### config.mk
export PLATFORM = sky130hd
export DESIGN_NAME = etwc_ram
export DESIGN_NICKNAME = d
export VERILOG_FILES = /design/src/rtl/core/etwc_ram.sv
export SDC_FILE = /design/constraint.sdc
export NUM_CORES = 1
export LEC_CHECK = 0
export BUFFER_PORTS_ARGS = -buffer_cell sky130_fd_sc_hd__buf_2
export CORE_ASPECT_RATIO = 1.2
export CORE_MARGIN = 2
export CORE_UTILIZATION = 30
export DETAILED_ROUTE_END_ITERATION = 12
export SLEW_MARGIN = 20
export SYNTH_ARGS = -nofsm -noshare
export SYNTH_HDL_FRONTEND = slang
export SYNTH_SLANG_ARGS = --single-unit
### constraint.sdc
create_clock -name clk -period 2.68 [get_ports clk]
set_clock_uncertainty 0.15 [all_clocks]
set_input_delay 0.402 -clock clk [delete_from_list [all_inputs] [get_ports clk]]
set_output_delay 0.402 -clock clk [all_outputs]
set_load 0.05 [all_outputs]
### src/rtl/core/etwc_ram.sv
// etwc_ram: generic simple dual-port ram, one write and one registered read port
// no dependencies
module etwc_ram #(
    parameter int WIDTH = 8,
    parameter int DEPTH = 16
) (
    input  logic                     clk,
    input  logic                     we,
    input  logic [$clog2(DEPTH)-1:0] waddr,
    input  logic [WIDTH-1:0]         wdata,
    input  logic [$clog2(DEPTH)-1:0] raddr,
    output logic [WIDTH-1:0]         rdata
);

    logic [WIDTH-1:0] mem [DEPTH];

    always_ff @(posedge clk)
    begin
        if (we)
        begin
            mem[waddr] <= wdata;
        end
        rdata <= mem[raddr];
    end

endmodule

==> impl_results.md, run 1 <==
- Status: finished, final reports clean
- Drt drc: 0
- Number of diodes: 0
- Setup TNS: 0 ns
- Die Y: about 150 um
- Setup bufs post-CTS: 0
- Yosys top cell area share: about three quarters
- CTS tree: yes
- Sequential area share after synthesis: between 70% and 80%
- Top routing layer in use: met4
- RSZ-0062 raised after global routing: false
- Clock Pin Slew Worst Setup and Hold Paths: approximately 0.060 ns
- Clk sink count: 136
- Post-CTS sizing: 0
- Hold Crit Endpoint: mem[12][7]
- Dpl cell area: roughly 5600 sq um
- Crit start category: input pin
- Finished Layout Cells: a little over 500
- Place WS: around 0.47 ns
- Pwr/cell area: between 700 and 800 nW/um^2
- Initial DRC Count: 127
- WP depth: 5
- Area contributors post-synth: edfxtp_1 75%, mux4_2 7.9%, mux4_1 7.1%
- Worst setup startpoint: raddr[0]
- CTS Hold Bufs: 0
- Normalized max-slew margin: a little over half
- Num CTS Buffers: 17
- Pre-antenna DRT Iters: 4
- Net Count, Synth: about 250
- Die X-Extent: roughly 120 um
- RR Startpoint: mem[2][3]
- Placed Cells: ~480
- Netlist Area Pre-Place: 5150 sq um
- Worst Max-Slew Pin Slew: approximately 0.7 ns
- Row count: 52
- Mean routed wirelength per cell: just under 20 um
- Worst IR Drop VDD: 0.476 mV
- Nets@finish: between 300 and 400
- Post-synth EDFFs: 128
- Die ar.: ~18000 sq um
- Synth Area in Simple Gates: under 10%
- Cell accounting for the most synthesized area: edfxtp_1
- Max_cap viols: 0
- Maximum clock path buffer count: 2
- Cells after Synth: between 200 and 250
- Largest family of logic cells by synthesized area: multiplexers
- Fin util: between 30% and 40%
- Met1 WL: ~4.5 mm
- Final setup vio count: 0
- Synth Area in Adders: 0%
- Post-DP HPWL: slightly below 7 mm
- Syn-to-layout area delta: 19.9%
- Remaining antenna violation count: 0
- Most frequent cells in the layout: 128 x edfxtp_1, 25 x buf_2, 22 x buf_4, 18 x mux4_2, 17 x clkbuf_16
- Initial antenna violation count: 0
- Final hold violations: 0
- Met3 routed WL: approximately 380 um
- Clk_lat worst skew: approximately 0.4 ns
- Hold_sp: wdata[7]
- Reg-to-reg endpoint: rdata[3]
- Layout cell share with drive strength beyond 1: 31.9%
- Compound-Gate Fraction of Synth Area: under 10%
- CP max stage delay: about 0.53 ns
- DR vias: approximately 2400
- Gpl congestion: between 0.7 and 0.8
- Final min period: ~1.7 ns
- Max frequency: approximately 0.57 GHz
- Root Buffer: clkbuf_16
- R2r setup slk: between 1 and 1.5 ns
- Main synth FF type: edfxtp_1
- Max stage delay cell, worst path: mux4_2
- HP Class: input pin to register
- Hold depth: 1
- CP endpoint kind: register
- WS Path Type: input pin to register
- Worst EP arrival: roughly 1.9 ns
- Initial core utilization: 30.5%
- All-Layer GR Usage: 12.2%
- Vias/cell: 4.65
- Setup ws final: between 0.9 and 1 ns
- Mux cell area share after synthesis: between 15 and 20%
- Core Region: 16900 sq um
- IO Port Bufs: 25
- Routed wire length on met2: just over 5 mm
- Seq cells post-synth: ~140
- Depth of the CTS H-tree: 4
- Reg2Reg Depth: 3
- Period utilization: between 60 and 70%
- Async SR Flop Fraction: 0%
- Largest net degree at the start of global routing: 25
- Synth Area per Inst: roughly 22 sq um
- First-pass GRT wire length: around 16 mm
- WP buf/inv: 2
- Distinct cell type count after synthesis: 19
- Worst hold margin: 0.222 ns
- Xor and xnor area share after synthesis: 0%
- Lkg Pwr: 2.06 nW
- WL final: around 10 mm
- Overall power: roughly 4.8 mW
- I/O pins: 26
- Global route total overflow: 0
- Crit-path max FO: 13
- CP delay by family, top: buffers and inverters
- Max-slew violation count: 0
- Number of global-route vias before repair: 2600
- Crit-path cells: buf_2 > buf_4 > mux4_2 > a22oi_1 > nand2_1
- Syn. warnings: 0
- Critical Path RT: 2.82 ns
- Fin area: 6170 sq um
- Commonest non-fill, non-tap cell in the layout: edfxtp_1
layer usage:
metal	track usage (%)	vias up
li1	-	1087
met2	19.5	51
met4	5.11	0
met1	15.6	1238
met3	3.36	16
met5	0	-
registers in the layout (all words and copies together) (netlist names):
name and flops:
mem 128, rdata 8
cells by family after synthesis:
logic type / Yosys count
flops: 136
compound gates: 16
buf+inv: 10
simple gates: 35
mux: 32
worst register-to-register path: cells and delay by family, from the launching register on:
kind | cells | cell delay [ns]
compound gates | 1 | 0.27
simple gates | 1 | 0.10
mux | 1 | 0.54
flops | 1 | 0.37
report_power, final:
part | switching (mW) | internal (mW)
combinational | 0.172 | 0.0947
sequential | 0.0150 | 2.38
clock | 0.840 | 1.29
worst max path at each step:
stage / end
after floorplan: mem[0][0]
after global placement: rdata[6]
after detailed placement: rdata[5]
after CTS: rdata[5]
after global routing: rdata[5]
final: rdata[6]
synth_stat cells, drive strengths merged (2+ instances only):
| cell | instances |
|---|---|
| edfxtp | 128 |
| mux4 | 32 |
| a22oi | 16 |
| nor2 | 13 |
| nand2 | 9 |
| dfxtp | 8 |
| buf | 7 |
| nor3 | 4 |
| clkdlybuf4s25 | 3 |
| nand2b | 2 |
| nand3b | 2 |
final cells by class:
type                    count  area (sq um)
well taps                 216           270
flip-flops and latches    136          4000
multi-input cells          83          1060
fillers                  1517         10700
clock inverters            12           105
repair buffers             47           290
clock buffers              20           447
No activity file was read; power rests on OpenSTA's default activity.
==> inputs of run 2 (changes only) <==
--- a/config.mk
+++ b/config.mk
@@ -5,6 +5,7 @@
 export SDC_FILE = /design/constraint.sdc
 export NUM_CORES = 1
 export LEC_CHECK = 0
+export ABC_AREA = 1
 export BUFFER_PORTS_ARGS = -buffer_cell sky130_fd_sc_hd__buf_2
 export CORE_ASPECT_RATIO = 1.2
 export CORE_MARGIN = 2
==> constraint.sdc (replaced) <==
create_clock -name clk -period 1.6 [get_ports clk]
set_clock_uncertainty 0.15 [all_clocks]
set_input_delay 0.24 -clock clk [delete_from_list [all_inputs] [get_ports clk]]
set_output_delay 0.24 -clock clk [all_outputs]
set_load 0.05 [all_outputs]
==> impl_results.md, run 2 <==
- Status: finished, final reports clean
- CTS Hold Bufs: 0 (unchanged)
- Setup ws final: 0.106 ns (-0.833 ns)
- Top-count cell post-synth: nand2_1
- Synth Area per Inst: 10.5 sq um (-53%)
- Top reg by flops: mem
- Post-CTS sizing: 0 (unchanged)
- Sequential area share after synthesis: 69.4% (-8.4 points)
- RR Startpoint: mem[1][6]
- Overall power: 8.76 mW (+83%)
- Maximum clock path buffer count: 2 (unchanged)
- Fin util: 36.8% (+0.17 points)
- Reg-to-reg endpoint: rdata[6]
- I/O pins: 26 (unchanged)
- Post-DP HPWL: 8.18 mm (+20%)
- Post-synth EDFFs: 128 (unchanged)
- CP max stage delay: 0.40 ns (-0.13 ns)
- Commonest non-fill, non-tap cell in the layout: nand2_1
- Pwr/cell area: 1260 nW/um^2 (+63%)
- Lkg Pwr: 2.98 nW (+45%)
- Net Count, Synth: 569 (+130%)
- Max reg flops: 128 (unchanged)
- Max_cap viols: 0 (unchanged)
- Worst EP arrival: 1.10 ns (-0.78 ns)
- Core Region: 18900 sq um (+12%)
- Clk sink count: 136 (unchanged)
- Setup bufs post-CTS: 0 (unchanged)
- Number of diodes: 0 (unchanged)
- Initial DRC Count: 223 (+76%)
- R2r setup slk: 0.44 ns (-0.70 ns)
- WP depth: 1 (-4)
- Period utilization: ~93%
- Syn. warnings: 0 (unchanged)
- Critical Path RT: 1.21 ns (-1.61 ns)
- Final hold violations: 0 (unchanged)
- CTS tree: yes
- Crit-path max FO: 1 (-12)
- CP delay by family, top: flip-flops
- Finished Layout Cells: 866 (+68%)
- Async SR Flop Fraction: 0% (unchanged)
- Num CTS Buffers: 17 (unchanged)
- Drt drc: 0 (unchanged)
- Final min period: 1.49 ns
- Clock Pin Slew Worst Setup and Hold Paths: 0.06 ns (about the same)
- Die Y: 156 um (+5.7%)
- Distinct cell type count after synthesis: 12 (-7)
- RSZ-0062 raised after global routing: false
- Worst IR Drop VDD: 0.636 mV (+34%)
- Place WS: 0.148 ns (-0.325 ns)
- Depth of the CTS H-tree: 4 (unchanged)
- Die ar.: 20400 sq um (+12%)
- Cells after Synth: 551 (+140%)
- Main synth FF type: edfxtp_1
- Pre-antenna DRT Iters: 4 (unchanged)
- HP Class: input pin to register
- Vias/cell: 4.28 (-8.0%)
- Worst setup startpoint: rdata[0]
- Clk_lat worst skew: 0.41 ns (about the same)
- Seq cells post-synth: 136 (unchanged)
- Initial core utilization: 30.6% (+0.037 points)
- Crit path to: rdata[0]
- Netlist Area Pre-Place: 5770 sq um (+12%)
- Final setup vio count: 0 (unchanged)
- WL final: 13.4 mm (+33%)
- Number of global-route vias before repair: 3635 (+40%)
- Root Buffer: clkbuf_16
- Reg2Reg Depth: 6 (+3)
- CP endpoint kind: output port
- Max stage delay cell, worst path: dfxtp_1
- Initial antenna violation count: 0 (unchanged)
- DR vias: 3707 (+55%)
- Normalized max-slew margin: 76.5% (+23 points)
- Row count: 55 (+5.8%)
- Largest net degree at the start of global routing: 34 (+36%)
- Die X-Extent: 131 um (+5.7%)
- Remaining antenna violation count: 0 (unchanged)
- Placed Cells: 834 (+73%)
- Max frequency: ~0.67 GHz
- Crit-path cells: buf_2
- First-pass GRT wire length: 20.6 mm (+32%)
- Worst Max-Slew Pin Slew: 0.353 ns (-0.337 ns)
- Most common library cells after synthesis: 173 x nand2_1, 128 x edfxtp_1, 100 x inv_1
- All-Layer GR Usage: 13.9% (+1.8 points)
- Setup TNS: 0 ns (unchanged)
- Max-slew violation count: 0 (unchanged)
- Yosys top cell area share: 66.7% (-8.0 points)
- Nets@finish: 615 (+100%)
- WS Path Type: register to output port
- Global route total overflow: 0 (unchanged)
- Area contributors post-synth: edfxtp_1 67%, nand2_1 11%, nand3_1 8.4%
- IO Port Bufs: 25 (unchanged)
- Cell accounting for the most synthesized area: edfxtp_1
- Mean routed wirelength per cell: 15.5 um (-21%)
- Most frequent cells in the layout: 173 x nand2_1, 128 x edfxtp_1, 100 x inv_1, 97 x nand3_1, 25 x buf_2
- Biggest regs: mem (128), rdata (8)
- Crit start category: register
- Layout cell share with drive strength beyond 1: 13.4% (-18 points)
- WP buf/inv: 1 (-1)
- Gpl congestion: 0.757 (+5.0%)
- Syn-to-layout area delta: 20.3%
## run 2: changes by cell type after synthesis, sizes merged, moves of 2 or more
cell           delta
nor2              +4
nor3              -4
mux4             -32
a22oi            -16
inv             +102
nand3            +96
clkdlybuf4s25     -3
nand2b            -2
buf              +17
nand2           +164
## run 2: worst min path at each step
| stage | from | to | slack (ns) | depth (start not counted) |
|---|---|---|---|---|
| 2_1_floorplan | wdata[0] | mem[0][0] | 0.19 | 0 |
| 3_3_place_gp | raddr[3] | rdata[5] | 0.48 | 3 |
| 3_5_place_dp | raddr[3] | rdata[2] | 0.47 | 3 |
| 4_1_cts | raddr[3] | rdata[6] | 0.04 | 3 |
| 5_1_grt | raddr[3] | rdata[6] | 0.06 | 3 |
| 6_report | raddr[3] | rdata[2] | 0.06 | 3 |
## run 2: logic make-up after synthesis
kind of cell | synth area share (%)
and+or+nand+nor | 21.0
DFF | 69.4
buffers and inverters | 9.52
## run 2: through the flow
stage | hold WS [ns] | area (sq um)
finish | 0.0567 | 6940
global route | 0.0584 | 6940
CTS | 0.0357 | 6940
detailed placement | 0.475 | 6300
global placement | 0.476 | 6300
floorplan | 0.189 | 5770
## run 2: per-layer routing
layer | part of all wire, % | GRT usage (%) | wire, um
met4 | 1.9 | 6.64 | 259
met1 | 44 | 17.6 | 5850
met3 | 5.3 | 2.67 | 707
met2 | 49 | 22.9 | 6590
met5 | 0 | 0 | 0
## run 2: cell type report
cell class	instances	area, sq um
well taps	256	320
clock inverters	13	203
multi-input cells	289	1210
flip-flops and latches	136	4000
repair buffers	51	383
clock buffers	19	433
fillers	1892	11900
inverters	102	383
## run 2: worst min-delay path: stages
cell     delay [ns]
buf_2          0.18
nand3_1        0.11
nand2_1        0.04
## run 2: report_power, final
part / total, mW / leakage (nW) / switching, mW / internal, mW
sequential: 4.01 / 1.22 / 0.0274 / 3.98
clock: 4.17 / 0.308 / 1.41 / 2.76
combinational: 0.583 / 1.45 / 0.419 / 0.164
